## src/lru_block_cache_controller_top_assert.svh

```systemverilog
// Assertion macros for the block cache controller.
// Needs no package; included by the top level only.
`ifndef LRU_BLOCK_CACHE_CONTROLLER_TOP_ASSERT_SVH
`define LRU_BLOCK_CACHE_CONTROLLER_TOP_ASSERT_SVH

// Same-cycle implication.
`define LBC_ASSERT_NOW(name, clk, rst, pre, post, msg) \
   name: assert property (@(posedge clk) disable iff (rst) (pre) |-> (post)) else $error(msg);

// Next-cycle implication.
`define LBC_ASSERT_NEXT(name, clk, rst, pre, post, msg) \
   name: assert property (@(posedge clk) disable iff (rst) (pre) |=> (post)) else $error(msg);

`endif

```

## src/lbc_pkg.sv

```systemverilog
// Shared constants, codes and types of the block cache controller.
// Used by every module of the block; depends on nothing.
`timescale 1ns / 1ps

package lbc_pkg;

   localparam int CacheEntries = 16;
   localparam int SlotBits     = $clog2(CacheEntries);
   localparam int OccBits      = $clog2(CacheEntries + 1);
   localparam int BlockBits    = 32;
   localparam logic [1:0] PrefetchReset = 2'd3;

   typedef enum logic [1:0] {
      MODE_READ  = 2'd0,
      MODE_WRITE = 2'd1,
      MODE_SYNC  = 2'd2,
      MODE_NONE  = 2'd3
   } mode_type;

   typedef enum logic [1:0] {
      ACT_SERVE     = 2'd0,
      ACT_WRITEBACK = 2'd1,
      ACT_FETCH     = 2'd2,
      ACT_SYNC_DONE = 2'd3
   } action_type;

   typedef enum logic [3:0] {
      ST_IDLE,
      ST_SEARCH,
      ST_DECIDE,
      ST_VICTIM,
      ST_EVICT_WB,
      ST_LOAD,
      ST_SERVE,
      ST_SYNC_RD,
      ST_SYNC_WB,
      ST_SYNC_DONE
   } state_type;

   typedef logic [CacheEntries-1:0][SlotBits-1:0] order_type;

   typedef struct packed {
      logic                move;
      logic [SlotBits-1:0] move_pos;
      logic                grow;
      logic                set_valid;
      logic                set_dirty;
      logic                clr_dirty;
      logic [SlotBits-1:0] slot;
   } order_cmd_type;

   typedef struct packed {
      order_type               order;
      logic [CacheEntries-1:0] valid;
      logic [CacheEntries-1:0] dirty;
      logic [OccBits-1:0]      occupancy;
   } order_stat_type;

endpackage

```

## src/lbc_tag_store.sv

```systemverilog
// Tag memory: one block number per cache slot, synchronous read.
// Depends on lbc_pkg.
`timescale 1ns / 1ps

module lbc_tag_store (
   input  logic                         clock,
   input  logic                         rd_en,
   input  logic [lbc_pkg::SlotBits-1:0]  rd_addr,
   output logic [lbc_pkg::BlockBits-1:0] rd_data,
   input  logic                         wr_en,
   input  logic [lbc_pkg::SlotBits-1:0]  wr_addr,
   input  logic [lbc_pkg::BlockBits-1:0] wr_data
);
   import lbc_pkg::*;

   logic [BlockBits-1:0] mem [CacheEntries];
   logic [BlockBits-1:0] rd_data_ff;

   always_ff @(posedge clock) begin
      if (wr_en) begin
         mem[wr_addr] <= wr_data;
      end
      if (rd_en) begin
         rd_data_ff <= mem[rd_addr];
      end
   end

   assign rd_data = rd_data_ff;

endmodule

```

## src/lbc_order.sv

```systemverilog
// Recency list, valid and dirty marks and occupancy of the cache slots.
// Depends on lbc_pkg; driven by commands from the sequencer.
`timescale 1ns / 1ps

module lbc_order (
   input  logic                   clock,
   input  logic                   reset,
   input  lbc_pkg::order_cmd_type cmd,
   output lbc_pkg::order_stat_type stat
);
   import lbc_pkg::*;

   order_type               order_ff, order_in;
   logic [CacheEntries-1:0] valid_ff, valid_in;
   logic [CacheEntries-1:0] dirty_ff, dirty_in;
   logic [OccBits-1:0]      occ_ff, occ_in;

   // Moving position p to the front shifts positions 0..p-1 down by one.
   always_comb begin
      order_in = order_ff;
      valid_in = valid_ff;
      dirty_in = dirty_ff;
      occ_in   = occ_ff;
      if (cmd.move) begin
         order_in[0] = order_ff[cmd.move_pos];
         for (int i = 1; i < CacheEntries; i++) begin
            if (SlotBits'(i) <= cmd.move_pos) begin
               order_in[i] = order_ff[i-1];
            end
         end
      end
      if (cmd.grow) begin
         occ_in = occ_ff + OccBits'(1);
      end
      if (cmd.set_valid) begin
         valid_in[cmd.slot] = 1'b1;
      end
      if (cmd.clr_dirty) begin
         dirty_in[cmd.slot] = 1'b0;
      end
      if (cmd.set_dirty) begin
         dirty_in[cmd.slot] = 1'b1;
      end
   end

   always_ff @(posedge clock) begin
      if (reset) begin
         for (int i = 0; i < CacheEntries; i++) begin
            order_ff[i] <= SlotBits'(i);
         end
         valid_ff <= '0;
         dirty_ff <= '0;
         occ_ff   <= '0;
      end else begin
         order_ff <= order_in;
         valid_ff <= valid_in;
         dirty_ff <= dirty_in;
         occ_ff   <= occ_in;
      end
   end

   assign stat.order     = order_ff;
   assign stat.valid     = valid_ff;
   assign stat.dirty     = dirty_ff;
   assign stat.occupancy = occ_ff;

endmodule

```

## src/lbc_seq.sv

```systemverilog
// Request sequencer: tag search, eviction, prefetch loads, serve and sync walk.
// Depends on lbc_pkg; drives the tag store and the recency list.
`timescale 1ns / 1ps

module lbc_seq (
   input  logic                          clock,
   input  logic                          reset,
   input  logic                          start,
   output logic                          busy,
   input  logic [1:0]                    req_mode,
   input  logic [lbc_pkg::BlockBits-1:0] req_block,
   input  logic                          csr_write_enable,
   input  logic [1:0]                    csr_write_data,
   input  lbc_pkg::order_stat_type       stat,
   output lbc_pkg::order_cmd_type        cmd,
   output logic                          rd_en,
   output logic [lbc_pkg::SlotBits-1:0]  rd_addr,
   input  logic [lbc_pkg::BlockBits-1:0] rd_data,
   output logic                          wr_en,
   output logic [lbc_pkg::SlotBits-1:0]  wr_addr,
   output logic [lbc_pkg::BlockBits-1:0] wr_data,
   output logic                          rsp_valid,
   output logic [1:0]                    rsp_action,
   output logic [lbc_pkg::BlockBits-1:0] rsp_target_block,
   output logic [lbc_pkg::SlotBits-1:0]  rsp_slot,
   output logic                          rsp_hit,
   output logic                          rsp_last
);
   import lbc_pkg::*;

   state_type            state_ff, state_in;
   mode_type             mode_ff, mode_in;
   logic [BlockBits-1:0] blk_ff, blk_in;
   logic [BlockBits-1:0] tgt_ff, tgt_in;
   logic [1:0]           idx_ff, idx_in;
   logic [1:0]           cnt_ff, cnt_in;
   logic                 hit_ff, hit_in;
   logic                 found_ff, found_in;
   logic [SlotBits-1:0]  found_slot_ff, found_slot_in;
   logic [OccBits-1:0]   srch_ff, srch_in;
   logic                 cmp_vld_ff, cmp_vld_in;
   logic [SlotBits-1:0]  cmp_slot_ff, cmp_slot_in;
   logic [SlotBits-1:0]  main_slot_ff, main_slot_in;
   logic [OccBits-1:0]   q_ff, q_in;
   logic [SlotBits-1:0]  sync_slot_ff, sync_slot_in;
   logic [1:0]           pf_ff, pf_in;

   logic                 rsp_valid_ff, rsp_valid_in;
   action_type           rsp_action_ff, rsp_action_in;
   logic [BlockBits-1:0] rsp_target_ff, rsp_target_in;
   logic [SlotBits-1:0]  rsp_slot_ff, rsp_slot_in;
   logic                 rsp_hit_ff, rsp_hit_in;
   logic                 rsp_last_ff, rsp_last_in;

   logic                 full;
   logic [SlotBits-1:0]  victim_slot;
   logic [SlotBits-1:0]  load_slot;
   logic [SlotBits-1:0]  load_pos;
   logic                 victim_dirty;
   logic                 cmp_hit;
   logic [SlotBits-1:0]  main_pos;
   logic [SlotBits-1:0]  sync_slot;
   logic                 sync_dirty;
   logic [2:0]           next_idx;
   logic                 more;
   logic [BlockBits-1:0] next_tgt;
   mode_type             req_mode_e;

   assign req_mode_e   = mode_type'(req_mode);
   assign full         = (stat.occupancy == OccBits'(CacheEntries));
   assign victim_slot  = stat.order[CacheEntries-1];
   assign victim_dirty = full && stat.valid[victim_slot] && stat.dirty[victim_slot];
   assign load_slot    = full ? victim_slot : stat.order[stat.occupancy[SlotBits-1:0]];
   assign load_pos     = full ? SlotBits'(CacheEntries - 1) : stat.occupancy[SlotBits-1:0];
   assign cmp_hit      = cmp_vld_ff && stat.valid[cmp_slot_ff] && (rd_data == tgt_ff);
   assign sync_slot    = stat.order[q_ff[SlotBits-1:0]];
   assign sync_dirty   = stat.valid[sync_slot] && stat.dirty[sync_slot];
   assign next_idx     = {1'b0, idx_ff} + 3'd1;
   assign more         = (next_idx < {1'b0, cnt_ff});
   assign next_tgt     = blk_ff + BlockBits'(next_idx);

   always_comb begin
      main_pos = '0;
      for (int i = 0; i < CacheEntries; i++) begin
         if (stat.order[i] == main_slot_ff) begin
            main_pos = SlotBits'(i);
         end
      end
   end

   // Next state.
   always_comb begin
      state_in = state_ff;
      unique case (state_ff)
         ST_IDLE: begin
            if (start) begin
               priority if (req_mode_e == MODE_READ || req_mode_e == MODE_WRITE) begin
                  state_in = ST_SEARCH;
               end else if (req_mode_e == MODE_SYNC) begin
                  state_in = ST_SYNC_RD;
               end else begin
                  state_in = ST_IDLE;
               end
            end
         end
         ST_SEARCH: begin
            if (srch_ff == OccBits'(CacheEntries)) begin
               state_in = ST_DECIDE;
            end
         end
         ST_DECIDE: begin
            priority if (!found_ff) begin
               state_in = ST_VICTIM;
            end else if (idx_ff != 2'd0 && more) begin
               state_in = ST_SEARCH;
            end else begin
               state_in = ST_SERVE;
            end
         end
         ST_VICTIM:   state_in = victim_dirty ? ST_EVICT_WB : ST_LOAD;
         ST_EVICT_WB: state_in = ST_LOAD;
         ST_LOAD:     state_in = more ? ST_SEARCH : ST_SERVE;
         ST_SERVE:    state_in = ST_IDLE;
         ST_SYNC_RD: begin
            priority if (q_ff == stat.occupancy) begin
               state_in = ST_SYNC_DONE;
            end else if (sync_dirty) begin
               state_in = ST_SYNC_WB;
            end else begin
               state_in = ST_SYNC_RD;
            end
         end
         ST_SYNC_WB:   state_in = ST_SYNC_RD;
         ST_SYNC_DONE: state_in = ST_IDLE;
         default:      state_in = ST_IDLE;
      endcase
   end

   // Datapath, memory and list controls, and result register.
   always_comb begin
      mode_in       = mode_ff;
      blk_in        = blk_ff;
      tgt_in        = tgt_ff;
      idx_in        = idx_ff;
      cnt_in        = cnt_ff;
      hit_in        = hit_ff;
      found_in      = found_ff;
      found_slot_in = found_slot_ff;
      srch_in       = srch_ff;
      cmp_vld_in    = 1'b0;
      cmp_slot_in   = cmp_slot_ff;
      main_slot_in  = main_slot_ff;
      q_in          = q_ff;
      sync_slot_in  = sync_slot_ff;
      pf_in         = csr_write_enable ? csr_write_data : pf_ff;
      rd_en         = 1'b0;
      rd_addr       = '0;
      wr_en         = 1'b0;
      wr_addr       = load_slot;
      wr_data       = tgt_ff;
      cmd           = '0;
      rsp_valid_in  = 1'b0;
      rsp_action_in = rsp_action_ff;
      rsp_target_in = rsp_target_ff;
      rsp_slot_in   = rsp_slot_ff;
      rsp_hit_in    = 1'b0;
      rsp_last_in   = 1'b0;

      unique case (state_ff)
         ST_IDLE: begin
            if (start) begin
               mode_in = req_mode_e;
               blk_in  = req_block;
               tgt_in  = req_block;
               idx_in  = 2'd0;
               hit_in  = 1'b0;
               q_in    = '0;
               if (req_mode_e == MODE_WRITE || pf_ff == 2'd0) begin
                  cnt_in = 2'd1;
               end else begin
                  cnt_in = pf_ff;
               end
            end
         end
         ST_SEARCH: begin
            // Tag read issued for one slot a cycle, compared the cycle after.
            if (srch_ff != OccBits'(CacheEntries)) begin
               rd_en       = 1'b1;
               rd_addr     = srch_ff[SlotBits-1:0];
               cmp_vld_in  = 1'b1;
               cmp_slot_in = srch_ff[SlotBits-1:0];
               srch_in     = srch_ff + OccBits'(1);
            end
            if (cmp_hit) begin
               found_in      = 1'b1;
               found_slot_in = cmp_slot_ff;
            end
         end
         ST_DECIDE: begin
            if (found_ff) begin
               if (idx_ff == 2'd0) begin
                  hit_in       = 1'b1;
                  main_slot_in = found_slot_ff;
               end else if (more) begin
                  idx_in = next_idx[1:0];
                  tgt_in = next_tgt;
               end
            end
         end
         ST_VICTIM: begin
            if (victim_dirty) begin
               rd_en   = 1'b1;
               rd_addr = victim_slot;
            end
         end
         ST_EVICT_WB: begin
            rsp_valid_in  = 1'b1;
            rsp_action_in = ACT_WRITEBACK;
            rsp_target_in = rd_data;
            rsp_slot_in   = victim_slot;
         end
         ST_LOAD: begin
            wr_en         = 1'b1;
            cmd.move      = 1'b1;
            cmd.move_pos  = load_pos;
            cmd.grow      = !full;
            cmd.set_valid = 1'b1;
            cmd.clr_dirty = 1'b1;
            cmd.slot      = load_slot;
            rsp_valid_in  = 1'b1;
            rsp_action_in = ACT_FETCH;
            rsp_target_in = tgt_ff;
            rsp_slot_in   = load_slot;
            if (idx_ff == 2'd0) begin
               main_slot_in = load_slot;
            end
            if (more) begin
               idx_in = next_idx[1:0];
               tgt_in = next_tgt;
            end
         end
         ST_SERVE: begin
            cmd.move      = 1'b1;
            cmd.move_pos  = main_pos;
            cmd.set_dirty = (mode_ff == MODE_WRITE);
            cmd.slot      = main_slot_ff;
            rsp_valid_in  = 1'b1;
            rsp_action_in = ACT_SERVE;
            rsp_target_in = blk_ff;
            rsp_slot_in   = main_slot_ff;
            rsp_hit_in    = hit_ff;
            rsp_last_in   = 1'b1;
         end
         ST_SYNC_RD: begin
            if (q_ff != stat.occupancy) begin
               if (sync_dirty) begin
                  rd_en        = 1'b1;
                  rd_addr      = sync_slot;
                  sync_slot_in = sync_slot;
               end else begin
                  q_in = q_ff + OccBits'(1);
               end
            end
         end
         ST_SYNC_WB: begin
            cmd.clr_dirty = 1'b1;
            cmd.slot      = sync_slot_ff;
            q_in          = q_ff + OccBits'(1);
            rsp_valid_in  = 1'b1;
            rsp_action_in = ACT_WRITEBACK;
            rsp_target_in = rd_data;
            rsp_slot_in   = sync_slot_ff;
         end
         ST_SYNC_DONE: begin
            rsp_valid_in  = 1'b1;
            rsp_action_in = ACT_SYNC_DONE;
            rsp_target_in = '0;
            rsp_slot_in   = '0;
            rsp_last_in   = 1'b1;
         end
         default: begin
         end
      endcase

      // Every new tag search starts from slot zero with nothing found.
      if (state_in == ST_SEARCH && state_ff != ST_SEARCH) begin
         srch_in    = '0;
         found_in   = 1'b0;
         cmp_vld_in = 1'b0;
      end
   end

   always_ff @(posedge clock) begin
      if (reset) begin
         state_ff     <= ST_IDLE;
         cmp_vld_ff   <= 1'b0;
         rsp_valid_ff <= 1'b0;
         pf_ff        <= PrefetchReset;
      end else begin
         state_ff     <= state_in;
         cmp_vld_ff   <= cmp_vld_in;
         rsp_valid_ff <= rsp_valid_in;
         pf_ff        <= pf_in;
      end
   end

   always_ff @(posedge clock) begin
      mode_ff       <= mode_in;
      blk_ff        <= blk_in;
      tgt_ff        <= tgt_in;
      idx_ff        <= idx_in;
      cnt_ff        <= cnt_in;
      hit_ff        <= hit_in;
      found_ff      <= found_in;
      found_slot_ff <= found_slot_in;
      srch_ff       <= srch_in;
      cmp_slot_ff   <= cmp_slot_in;
      main_slot_ff  <= main_slot_in;
      q_ff          <= q_in;
      sync_slot_ff  <= sync_slot_in;
      rsp_action_ff <= rsp_action_in;
      rsp_target_ff <= rsp_target_in;
      rsp_slot_ff   <= rsp_slot_in;
      rsp_hit_ff    <= rsp_hit_in;
      rsp_last_ff   <= rsp_last_in;
   end

   assign busy             = (state_ff != ST_IDLE);
   assign rsp_valid        = rsp_valid_ff;
   assign rsp_action       = rsp_action_ff;
   assign rsp_target_block = rsp_target_ff;
   assign rsp_slot         = rsp_slot_ff;
   assign rsp_hit          = rsp_hit_ff;
   assign rsp_last         = rsp_last_ff;

endmodule

```

## src/lru_block_cache_controller_top.sv

```systemverilog
// Fully associative write-back block cache controller, 16 slots, LRU
// replacement with sequential prefetch on read misses. A transaction is taken
// when start is high and busy is low; results come one per strobe of rsp_valid
// and cannot be held off, so the receiver must take each one in its cycle.
// Every tag search walks the tag memory one slot per cycle; a load is
// preceded by a write-back of the victim when it is dirty, each further
// prefetch block takes its own tag search, and a sync walks the occupied
// slots in recency order and writes back each dirty one.
// Depends on lbc_pkg, lbc_tag_store, lbc_order and lbc_seq.
`timescale 1ns / 1ps
`include "lru_block_cache_controller_top_assert.svh"

module lru_block_cache_controller_top (
   input  logic                          clock,
   input  logic                          reset,
   input  logic                          start,
   output logic                          busy,
   input  logic [1:0]                    req_mode,
   input  logic [lbc_pkg::BlockBits-1:0] req_block,
   input  logic                          csr_write_enable,
   input  logic [1:0]                    csr_write_data,
   output logic                          rsp_valid,
   output logic [1:0]                    rsp_action,
   output logic [lbc_pkg::BlockBits-1:0] rsp_target_block,
   output logic [lbc_pkg::SlotBits-1:0]  rsp_slot,
   output logic                          rsp_hit,
   output logic                          rsp_last
);
   import lbc_pkg::*;

   order_cmd_type        cmd;
   order_stat_type       stat;
   logic                 rd_en;
   logic [SlotBits-1:0]  rd_addr;
   logic [BlockBits-1:0] rd_data;
   logic                 wr_en;
   logic [SlotBits-1:0]  wr_addr;
   logic [BlockBits-1:0] wr_data;

   lbc_tag_store u_tags (
      .clock   (clock),
      .rd_en   (rd_en),
      .rd_addr (rd_addr),
      .rd_data (rd_data),
      .wr_en   (wr_en),
      .wr_addr (wr_addr),
      .wr_data (wr_data)
   );

   lbc_order u_order (
      .clock (clock),
      .reset (reset),
      .cmd   (cmd),
      .stat  (stat)
   );

   lbc_seq u_seq (
      .clock            (clock),
      .reset            (reset),
      .start            (start),
      .busy             (busy),
      .req_mode         (req_mode),
      .req_block        (req_block),
      .csr_write_enable (csr_write_enable),
      .csr_write_data   (csr_write_data),
      .stat             (stat),
      .cmd              (cmd),
      .rd_en            (rd_en),
      .rd_addr          (rd_addr),
      .rd_data          (rd_data),
      .wr_en            (wr_en),
      .wr_addr          (wr_addr),
      .wr_data          (wr_data),
      .rsp_valid        (rsp_valid),
      .rsp_action       (rsp_action),
      .rsp_target_block (rsp_target_block),
      .rsp_slot         (rsp_slot),
      .rsp_hit          (rsp_hit),
      .rsp_last         (rsp_last)
   );

   `LBC_ASSERT_NEXT(a_last_ends_burst, clock, reset, rsp_valid && rsp_last, !rsp_valid, "result after the final result of a transaction")
   `LBC_ASSERT_NOW(a_idle_only_last, clock, reset, !busy, !rsp_valid || rsp_last, "non-final result while idle")
   `LBC_ASSERT_NEXT(a_start_busy, clock, reset, start && !busy && req_mode != MODE_NONE, busy, "accepted transaction did not make the block busy")
   `LBC_ASSERT_NOW(a_fetch_not_last, clock, reset, rsp_valid && rsp_action == ACT_FETCH, !rsp_last, "fetch marked as final result")

endmodule
```

## config.mk

```make
export PLATFORM = sky130hd
export DESIGN_NAME = lru_block_cache_controller_top
export DESIGN_NICKNAME = d
export VERILOG_FILES = /design/src/lbc_pkg.sv /design/src/lbc_tag_store.sv /design/src/lbc_order.sv /design/src/lbc_seq.sv /design/src/lru_block_cache_controller_top.sv
export VERILOG_INCLUDE_DIRS = /design/src /design/src/src
export SDC_FILE = /design/constraint.sdc
export NUM_CORES = 1
export LEC_CHECK = 0
export ABC_CLOCK_PERIOD_IN_PS = 12100
export BUFFER_PORTS_ARGS = -buffer_cell sky130_fd_sc_hd__clkbuf_2
export CORE_UTILIZATION = 60
export DETAILED_ROUTE_END_ITERATION = 12
export GPL_TIMING_DRIVEN = 0
export PLACE_DENSITY_LB_ADDON = 0.05
export SLEW_MARGIN = 20
export SYNTH_ARGS = -nofsm -noshare
export SYNTH_HDL_FRONTEND = slang
export SYNTH_HIERARCHICAL = 1
export SYNTH_SLANG_ARGS = --single-unit
```

## constraint.sdc

```tcl
create_clock -name clock -period 12.1 [get_ports clock]
set_input_delay 1.21 -clock clock [delete_from_list [all_inputs] [get_ports clock]]
set_output_delay 1.21 -clock clock [all_outputs]
set_load 0.1 [all_outputs]
```

Word-level counts from Yosys, hierarchy flattened
Memory sizes are Yosys's and may differ from the RTL's. A register that Yosys moved wholly into a read port is not among the register bits.
Cells that the tools add are included.
{"block": "word_totals", "reg_bits": 247, "mem_bits_rw": 512, "wordCells": 262, "n_memories": 1}
{"block": "op_classes", "add_sub_neg": 5, "magnitude_cmp": 24, "eq_ne": 42, "n_mux": 93, "n_bitwise": 5, "n_reduce_logical": 51}
{"memory": "u_tags.mem", "words": 16, "word_bits": 32, "rd": 1, "rd_ports_with_merged_regs": 1, "wr": 1, "line": "lbc_tag_store.sv:16", "text": "logic [BlockBits-1:0] mem [CacheEntries];"}
{"operator": "$mux W32", "count": 4}
{"operator": "$pmux W32 S4", "count": 1}
{"operator": "$mux W4", "count": 26}
{"operator": "$pmux W32 S3", "count": 1}
{"operator": "$eq A4 B4 Y1", "count": 15}
{"operator": "$bmux W4 S4", "count": 3}
{"operator": "$reduce_and A2 Y1", "count": 18}
{"operator": "$lt A4 B5 Y1 const B", "count": 7}
{"operator": "$add A32 B3 Y32", "count": 1}
{"operator": "$eq A32 B32 Y1", "count": 1}
{"operator": "$le A4 B4 Y1 const A", "count": 8}
{"operator": "$mux W16", "count": 2}
{"operator": "$or A16 B16 Y16", "count": 2}
{"operator": "$pmux W4 S8", "count": 1}
{"operator": "$pmux W4 S3", "count": 2}
{"operator": "$mux W1", "count": 22}
{"operator": "$mux W3", "count": 7}
{"operator": "$bmux W1 S4", "count": 5}
{"operator": "$pmux W4 S5", "count": 1}
{"operator": "$and A16 B16 Y16", "count": 1}
{"operator": "$eq A4 B3 Y1 const B", "count": 4}
{"operator": "$le A3 B4 Y1 const A", "count": 4}
{"operator": "$not A16 Y16", "count": 1}
{"operator": "$reduce_and A4 Y1", "count": 4}
{"operator": "other kinds (42)", "count": 79}

Longest topological paths before layout
Gate-level depths: netlist (run 1).
{"block": "depth", "word_depth": 19, "ltp_mapped": 17, "depth_no_buf": 12}

Modules after synthesis
Netlist (run 1), hierarchy kept.
{"mod": "lbc_tag_store", "instances": 1, "cells_per_inst": 838, "area_each_um2": 20155.6, "seq_area_each_um2": 16335.7}
{"mod": "lbc_seq", "instances": 1, "cells_per_inst": 924, "area_each_um2": 9709.3, "seq_area_each_um2": 4224.1}
{"mod": "lbc_order", "instances": 1, "cells_per_inst": 479, "area_each_um2": 4473.0, "seq_area_each_um2": 2021.9}

Worst setup path before layout (run 1)
OpenSTA, ideal clock, no wires.
{"block": "synth_timing", "path_kind": "register to register", "startpoint": "register u_order.occ_ff[1]", "endpoint": "memory u_tags.mem[0][0], enable pin", "t_arrival_ns": 4.536, "slack_ns": 7.103, "stages_incl_launch_ff": 8, "path_buffers": 2, "path_cell_list": "dfxtp_1 clkbuf_1 buf_2 mux4_2 mux2i_1 a211oi_1 or3b_2 nor3_1"}
{"block": "synth_between", "elab_chain_cells": 3}
{"element": "start, declared", "line": "lbc_order.sv:16", "text": "logic [OccBits-1:0] occ_ff, occ_in;"}
{"element": "start signal, assigned", "line": "lbc_order.sv:58", "text": "occ_ff <= occ_in;"}
{"element": "$bmux W4 S4", "line": "lbc_seq.sv:73", "text": "assign load_slot = full ? victim_slot : stat.order[stat.occupancy[SlotBits-1:0]];"}
{"element": "$mux W4 (not written as such)", "line": "lbc_seq.sv:73"}
{"element": "$mux W4 *", "line": "lbc_seq.sv:73"}
{"element": "named net wr_addr[3]", "line": "lru_block_cache_controller_top.sv:37", "text": "logic [SlotBits-1:0] wr_addr;"}
{"element": "end, declared", "line": "lbc_tag_store.sv:16"}
Mark *: on every way through the listed nets, which the timed path passes. The rest lies on a longest branch. The select of a mux whose other input is x is not followed.

Worst setup path after layout (run 1)
{"block": "layout_timing", "startpoint": "register u_seq.q_ff[1]", "endpoint": "register u_tags.rd_data_ff[4] (netlist: u_tags/rd_data[4]) (read register of u_tags.mem), data pin"}
{"block": "layout_between", "elab_chain_cells": 8}
{"element": "start, declared", "line": "lbc_seq.sv:44", "text": "logic [OccBits-1:0] q_ff, q_in;"}
{"element": "start signal, assigned", "line": "lbc_seq.sv:319", "text": "q_ff <= q_in;"}
{"element": "$bmux W4 S4", "line": "lbc_seq.sv:76", "text": "assign sync_slot = stat.order[q_ff[SlotBits-1:0]];"}
{"element": "$mux W4 (not written as such)", "line": "lbc_seq.sv:76"}
{"element": "$bmux W1 S4", "line": "lbc_seq.sv:77", "text": "assign sync_dirty = stat.valid[sync_slot] && stat.dirty[sync_slot];"}
{"element": "$mux W1 (not written as such)", "line": "lbc_seq.sv:77"}
{"element": "$logic_and A1 B1 Y1", "line": "lbc_seq.sv:77"}
{"element": "$mux W4", "line": "lbc_seq.sv:256", "text": "if (sync_dirty) begin"}
{"element": "$mux W4 *", "line": "lbc_seq.sv:255", "text": "if (q_ff != stat.occupancy) begin"}
{"element": "$pmux W4 S3 *", "line": "lbc_seq.sv:169", "text": "unique case (state_ff)"}
{"element": "named net rd_addr[1]", "line": "lru_block_cache_controller_top.sv:34", "text": "logic [SlotBits-1:0] rd_addr;"}
{"element": "end, declared", "line": "lbc_tag_store.sv:17", "text": "logic [BlockBits-1:0] rd_data_ff;"}
Marked as above.
A chain may end at the register's enable or synchronous reset.

==> results, run 1 <==
- The remaining design rule violation count is 0.
- STA puts the critical path data arrival time at 5.98 ns.
- Global routing used 34.2% of the available tracks.
- At the pin with the least slew margin, the transition time is 1.09 ns.
- For this design the top-level I/O count stands at 82.
- The worst register-to-register path begins at u_seq/q_ff[1]$_SDFFCE_PN0P_.
- The peak per-stage delay on the critical path is 0.86 ns.
- The number of distinct library cells after synthesis is 82.
- The synthesized instance count is 2241.
- The CTS tree is yes.
- The final-report hold violation count is 0.
- The analysis attributes to cell leakage a power of 13.0 nW.
- The clock passes through at most 3 buffers.
- The highest clock rate is 0.178 GHz.
- The cell area after placement is 0.0367 mm2.
- In the final routed layout, each cell accounts on average for 29.9 um.
- The synthesis-stage register bit count is 791.
- Net switching is 30.7% of the power.
- VDD sags by at most 0.226 mV.
- Across all register-to-register paths, the minimum setup slack is 6.49 ns.
- The number of max-slew violations in the final report was 0.
- The total number of H-tree levels is 3.
- The start point of the critical path is u_seq/q_ff[1]$_SDFFCE_PN0P_.
- After detailed routing, the number of vias per cell comes to 6.64.
- Yosys mapped a number of flops with a built-in enable equal to 674.
- The clock latency reported for the late side of the worst-skew pair is 0.65 ns.
- The estimated wirelength of the detail-placed design is 68.0 mm.
- The critical-path cell with the highest stage delay is buf_1.
- The endpoint identified for the worst register-to-register timing path is u_tags/rd_data[4]$_DFFE_PP_.
- The worst pin sits at a relative slew slack of 27.2%.
- Summed over its instances, the top area cell type makes up 58.9% of the synthesized netlist area.
- Setup violations remaining at the end of the flow were counted as 0.
- The share of total power in the clock network is 32.0%.
- The number of DRC violations after detailed-routing iteration 0 is 2604.
- The ratio of cells with drive above 1 in the final layout is 19.8%.
- The data required time of the critical path is 12.47 ns.
- The antenna diode count is 0.
- Walking the worst path, the cells encountered are buf_6, buf_6, mux4_1, mux2i_1, nand2_1, o21ai_4, mux4_1, nor3_1, nor3_2, o21ai_0, buf_2, buf_1, mux4_2, a22oi_1, nand2_1.
- The global-route wire length before repair is 141 mm.
- Clock-pin slew was measured on the worst setup and hold paths at 0.06 ns.
- After synthesis, flip-flops and latches occupy 65.8% of the total area.
- The effective utilization at floorplan is 60.8%.
- The cell count of the worst reg-to-reg path is 15.
- The number of sinks driven by the clock tree is 791.
- The largest driver fanout on the critical path is 10.
- By area the synthesized netlist is led by edfxtp_1 (59%), mux4_2 (10%), dfxtp_1 (6.8%).
- Dividing the final minimum period by the clock period gives 46.4%.
- The final routed wirelength across all metal layers is 97.8 mm.
- Sequential cells account for 49.7% of the total power.
- Summing every instance area after synthesis gives 0.0343 mm2.
- Buffers placed on the I/O ports in this run total 81.
- The library cell used as clock root buffer is clkbuf_16.
- The design area is 0.0392 mm2.
- The clock arrives with 0.0366 ns of skew.
- In this run the post-CTS setup repair buffer count came out at 0.
- The critical path's top delay family is multiplexers.
- Including well taps, the total number of placed cells is 3128.
- Overall power consumption after layout is estimated at 7.30 mW.
- The setup TNS after final layout is 0 ns.
- The library cell with the highest instance count after synthesis is edfxtp_1.
- The type of the worst setup path is reg2reg.
- The post-cts gate resize count is 0.
- The most used flip-flop cell after synthesis is edfxtp_1.
- The floorplan step defined a die boundary enclosing 0.0582 mm2.
- The switching power summed over all nets is 2.24 mW.
- The final layout net count is 2505.
- For this block, the via count after detailed routing is 21700.
- The path class of the tightest hold or removal check is reg2reg.
- For this run, the detailed router's first-pass iteration total came to 6.
- The type of destination of the critical path is a register.
- Measured along the y axis, the die boundary spans 241 um.
- The last weighted congestion value of the routability-driven placer is 0.932.
- The logic gate share of total power is 18.4%.
- The number of nets produced by synthesis is 2292.
- In the synthesized netlist the async set-or-reset flop fraction comes to 0%.
- The number of buffers created by CTS is 80.
- Ranked by instance count, the synthesized netlist is headed by edfxtp_1 (674), nand2_1 (201), mux4_2 (155).
- The buffer and inverter count on the worst path is 4.
- Power spread over the standard cell area amounts to 186 mW/mm2.
- The critical path depth is 15.
- In this run the worst setup path terminates at u_tags/rd_data[4]$_DFFE_PP_.
- The number of antenna violations at the first check in global routing came to 2.
- After the flow finishes, the layout carries non-filler instances totaling 3272.
- Setup repair after global routing left no endpoint under its margin.
- The largest total area in the synthesized netlist belongs to edfxtp_1.
- The row count is 87.
- The cell internal power dissipation is 5.06 mW.
- Compared with the post-synthesis result, the final layout area differs by 14.1%.
- The die width is 241 um.
- STA classifies the critical path startpoint as a register.
- The mean area per synthesized cell is 15.3 um2.
- The flow ran to the end, and the final reports show no timing, DRC or antenna violations.
- The post-route minimum period is 5.61 ns.
- The total of max-cap violations is 0.
- The number of global-route vias before repair is 21000.
- The count of antenna-violating nets left after detailed routing is 0.
- The core region is 0.0565 mm2.
- The count of hold-fix buffers inserted at cts is 0.
- The total overflow left after global routing is 0.
- The yosys synthesis warning count is 6.
- Entering global routing, the biggest net connects 26 pins.
[state kept, by name, summed over array words and instances (netlist names), 5 cells and up, named ones only]
name	cells
u_seq/wr_data	32
u_seq/rsp_target_block	32
u_tags/rd_data	32
u_seq/blk_ff	32
u_seq/q_ff	5
u_seq/srch_ff	5
u_tags/mem	512
u_order/valid_ff	16
u_order/stat	60
u_order/occ_ff	5
u_order/dirty_ff	16
[placed cells by master (no fill, tap or decap), types with 61 or more instances in the layout]
cell / n
a21oi_1: 75
a22oi_1: 120
clkbuf_1: 94
clkbuf_16: 80
clkbuf_2: 81
dfxtp_1: 117
edfxtp_1: 674
mux2i_1: 61
mux4_2: 155
nand2_1: 201
nand3_1: 72
nor2_1: 141
xnor2_1: 68
xor2_1: 71
[through the flow]
stage                     utilization [%]  worst slack (ns)  hold WS, ns
after detailed placement             65.0              6.58        0.467
after global placement               63.2              3.27        0.459
after global routing                 69.3              6.38        0.491
after CTS                            69.3              6.57        0.484
final                                69.3              6.49        0.486
after floorplan                         -              7.10        0.420
[metal layers]
| metal | track usage [%] | part of all wire [%] | vias up |
|---|---|---|---|
| li1 | - | - | 9162 |
| met1 | 48.9 | 41 | 11200 |
| met2 | 52.9 | 47 | 1158 |
| met3 | 6.29 | 9.1 | 199 |
| met4 | 12.8 | 3.5 | 2 |
| met5 | 0 | 0.013 | - |
[kinds of logic after synthesis]
logic type	Yosys count	share of synthesized area, %
simple gates	582	8.01
compound gates	311	6.40
buf+inv	164	2.30
fa+ha+maj	11	0.445
flops	791	65.8
mux	243	13.5
xor+xnor	139	3.55
[cell type report]
cell class,instances,area (um2)
flip-flops and latches,791,22600
fillers,3761,17300
multi-input cells,1286,11100
clock buffers,104,2120
repair buffers,131,1300
well taps,756,946
plain buffers,139,689
clock inverters,40,328
inverters,25,98.8
[worst min path at each step]
| stage | cells after the start | slack [ns] | to | from |
|---|---|---|---|---|
| after floorplan | 1 | 0.42 | u_seq/rsp_hit$_SDFF_PN0_ | u_seq/hit_ff$_DFFE_PP_ |
| after global placement | 0 | 0.46 | u_seq/found_slot_ff[3]$_DFFE_PP_ | u_seq/cmp_slot_ff[3]$_DFFE_PP_ |
| after detailed placement | 0 | 0.47 | u_seq/found_slot_ff[3]$_DFFE_PP_ | u_seq/cmp_slot_ff[3]$_DFFE_PP_ |
| after CTS | 0 | 0.48 | u_seq/found_slot_ff[3]$_DFFE_PP_ | u_seq/cmp_slot_ff[3]$_DFFE_PP_ |
| after global routing | 0 | 0.49 | u_seq/found_slot_ff[3]$_DFFE_PP_ | u_seq/cmp_slot_ff[3]$_DFFE_PP_ |
| final | 0 | 0.49 | u_seq/found_slot_ff[3]$_DFFE_PP_ | u_seq/cmp_slot_ff[3]$_DFFE_PP_ |
[power by group through the flow]
stage / clock, mW / combinational (mW) / sequential, mW
finish: 2.33 / 1.34 / 3.63
global route: 2.46 / 1.41 / 3.65
CTS: 2.36 / 1.33 / 3.62
detailed placement: 0 / 1.32 / 3.67
global placement: 0 / 1.26 / 3.68
floorplan: 0 / 0.703 / 3.78
No activity file was read; power rests on OpenSTA's default activity.
==> run 2: changes to the inputs <==
--- a/config.mk
+++ b/config.mk
@@ -6,7 +6,8 @@
 export SDC_FILE = /design/constraint.sdc
 export NUM_CORES = 1
 export LEC_CHECK = 0
-export ABC_CLOCK_PERIOD_IN_PS = 12100
+export ABC_AREA = 1
+export ABC_CLOCK_PERIOD_IN_PS = 5600
 export BUFFER_PORTS_ARGS = -buffer_cell sky130_fd_sc_hd__clkbuf_2
 export CORE_UTILIZATION = 60
 export DETAILED_ROUTE_END_ITERATION = 12
==> constraint.sdc (replaced) <==
create_clock -name clock -period 5.6 [get_ports clock]
set_input_delay 0.56 -clock clock [delete_from_list [all_inputs] [get_ports clock]]
set_output_delay 0.56 -clock clock [all_outputs]
set_load 0.1 [all_outputs]
==> results, run 2 <==
- The flow ran to the end, and the final reports show no timing, DRC or antenna violations.
- For this run, the number of standard cells in the final layout without fillers is 5182.
- In this run the vertical extent of the chip is 253 um.
- The cell area after placement is 0.0399 mm2.
- The final routed wirelength across all metal layers is 116 mm.
- The number of DRC violations after detailed-routing iteration 0 is 3653.
- CTS placed an instance of clkbuf_16 at the clock tree root.
- The die width is 253 um.
- The critical-path cell with the highest stage delay is buf_1.
- The total setup violations reported at the end of the flow is 0.
- The sequential cells in the finished layout cover a total of 0.0226 mm2.
- More flip-flops sit in one register than any other, and that register is u_tags/mem.
- The estimated wirelength of the detail-placed design is 81.5 mm.
- The clock tree synthesis step divided the H-tree into 3 levels.
- Of the post-synthesis cell area, the dominant cell type holds 53.7%.
- The path class of the tightest hold or removal check is in2reg.
- The leakage power is 18.0 nW.
- Ranked by total cell area, the synthesized netlist is headed by edfxtp_1 (54%), nand2_1 (12%), nand3_1 (6.5%).
- The first global-routing pass estimated 172 mm of wire.
- The most common cell in the synthesized netlist is nand2_1.
- The number of distinct library cells after synthesis is 62.
- The number of max-slew violations in the final report is 0.
- The clock arrives with 0.0290 ns of skew.
- The count of fill cells added during filler insertion is 4879.
- The design area is 0.0424 mm2.
- STA classifies the critical path startpoint as a register.
- Global routing used 36.7% of the available tracks.
- The core region is 0.0619 mm2.
- The synthesized design spends more area on one cell type than any other, namely edfxtp_1.
- The final-report hold violation count is 0.
- The number of buffers created by CTS is 81.
- The synthesis-stage register bit count is 791.
- The effective utilization at floorplan is 60.9%.
- The yosys synthesis warning count is 6.
- The average wire per standard cell is 22.5 um.
- The arrival time at the worst endpoint is 5.31 ns.
- The row count is 91.
- The die covers 0.0639 mm2.
- After detailed routing, the number of vias per cell comes to 5.73.
- Pin placement for this block handled 82 I/O pins.
- The number of antenna violations at the first check in global routing is 2.
- The number of iterations in the first detailed-routing pass is 6.
- The number of nets produced by synthesis is 4142.
- The highest clock rate is 0.205 GHz.
- The clock net in this run drives a total of 791 sinks.
- The largest net degree at the start of global routing is 27.
- By count the netlist is led by nand2_1 (1229), edfxtp_1 (674), inv_1 (610).
- The mean area per synthesized cell is 9.22 um2.
- The longest clock path from root to sink contains 3 buffers.
- The most used flip-flop cell after synthesis is edfxtp_1.
- The post-CTS setup buffer count is 0.
- Buffers placed on the I/O ports in this run total 81.
- The maximum VDD drop is 0.403 mV.
- Counting tap cells, the placed design contains a total of 5036 instances.
- Walking the worst path, the cells encountered are clkbuf_1, nor2_2, inv_1, nor4_1, inv_1, nor2_1, nand3_1, nand2_1, inv_1, nor2_1, inv_1, o221ai_1, buf_2, buf_1, nand2_1, nand3_1, nand3_1, nand2_1.
- The smallest clock period supported by the final layout is computed as 4.88 ns.
- After layout, the worst path uses 87.2% of the clock period.
- Max-cap violations in this run came to 0.
- The worst hold slack across all endpoints is 0.116 ns.
- Setup repair after global routing left no endpoint under its margin.
- Once detail routing completed, the nets flagged for antenna violations numbered 0.
- The library cell used most frequently in the layout, excluding fill and tap cells, is nand2_1.
- The utilization after layout is 68.5%.
- Relative to the synthesized area, the layout overhead comes to 12.5%.
- In this run, synthesis inferred 674 flip-flops with an integrated enable.
- For the worst setup path, the data required time is 6.03 ns.
- The most prevalent standard cell on the critical path is inv_1.
- The worst pin sits at a relative slew slack of 18.7%.
- The detailed router placed 29700 vias in this run.
- Synthesis produced 4091 cells.
- The number of flip-flops under the largest register name is 512.
- In the final layout, the multi-input gates occupy 0.0118 mm2.
- The post-route netlist has 9.42% of its cells at a drive strength greater than 1.
- The worst setup path is captured at a register.
- The actual transition at the worst max-transition pin is 1.21 ns.
- The final layout net count is 4333.
- After clock tree synthesis, the clock-pin slew on the worst setup and hold paths is 0.06 ns.
- The library cells used most frequently in the layout, excluding fill and tap cells, are nand2_1 (1229), edfxtp_1 (674), inv_1 (610).
- The count of hold-fix buffers inserted at cts is 0.
- The number of global-route vias before repair is 27800.
- For this design the ratio of total power to cell area is 451 mW/mm2.
- The cell area that synthesis handed to floorplanning was 0.0377 mm2.
- For this run, the register share of the synthesized area comes to 59.9%.
- The worst setup path is of the reg2reg kind.
- The largest driver fanout on the critical path is 10.
- The setup TNS after final layout is 0 ns.
- The CTS tree is yes.
- The remaining design rule violation count is 0.
- The total overflow left after global routing is 0.
- The largest single stage delay on the critical path is 0.63 ns.
- At the end of routability-driven placement, the weighted congestion stood at 0.966.
- The post-cts gate resize count is 0.
- For this run, asynchronously set or reset flops after synthesis account for 0%.
- Clock latency on the worst-skew pair, taken at its later pin, is 0.64 ns.
==> run 2: metrics by stage <==
| step | total power [mW] | worst slack [ns] |
|---|---|---|
| detailed placement | 13.8 | 0.978 |
| finish | 19.1 | 0.718 |
| floorplan | 11.6 | 1.81 |
| CTS | 19.0 | 0.964 |
| global route | 19.8 | 0.616 |
| global placement | 13.6 | -0.415 |
==> run 2: path summary, 6_finish.rpt <==
check	to	slack (ns)	from	depth (start not counted)
worst min register to register	u_order/valid_ff[1]$_SDFFE_PP0P_	0.47	u_order/valid_ff[1]$_SDFFE_PP0P_	2
worst max-delay path	u_tags/rd_data[17]$_DFFE_PP_	0.72	u_order/occ_ff[3]$_SDFFE_PP0P_	18
worst min-delay path	u_seq/blk_ff[1]$_DFFE_PP_	0.12	req_block[1]	1
worst max register to register	u_tags/rd_data[17]$_DFFE_PP_	0.72	u_order/occ_ff[3]$_SDFFE_PP0P_	18
==> run 2: layout make-up <==
type | count | share of cell area, %
Clock inverter | 45 | 0.893
Inverter | 626 | 5.54
Antenna cell | 1 | 0.00590
Timing Repair Buffer | 108 | 2.34
Multi-Input combinational cell | 2487 | 27.8
Buffer | 187 | 2.67
Sequential cell | 791 | 53.2
Clock buffer | 100 | 5.10
Tap cell | 837 | 2.47
==> run 2: cell families after synthesis <==
kind of cell    after synthesis  share of synthesized area, %
flops                       791                          59.9
compound gates              362                          5.60
buf+inv                     813                          9.24
xor+xnor                    104                          2.42
fa+ha+maj                    11                         0.405
simple gates               2010                          22.5
==> run 2: metal layers <==
layer	vias to the layer above	part of all wire (%)	global-route usage [%]	wire length, um
met1	13900	38	48.6	44800
met3	331	10	5.48	11800
met5	-	0.0086	0	10
li1	13800	-	-	-
met2	1724	46	59.3	53900
met4	2	5.1	18.2	5990
==> run 2: report_power, final <==
| part | internal, mW | switching (mW) |
|---|---|---|
| Clock | 2.98 | 2.29 |
| Combinational | 1.37 | 3.72 |
| Sequential | 7.70 | 1.09 |
| Total | 12.0 | 7.10 |
==> run 2: worst max-delay path, delay by kind of cell, from the launching register on <==
family	cells	cell delay, ns
simple gates	10	2.06
buf+inv	7	1.78
compound gates	1	0.51
flops	1	0.32
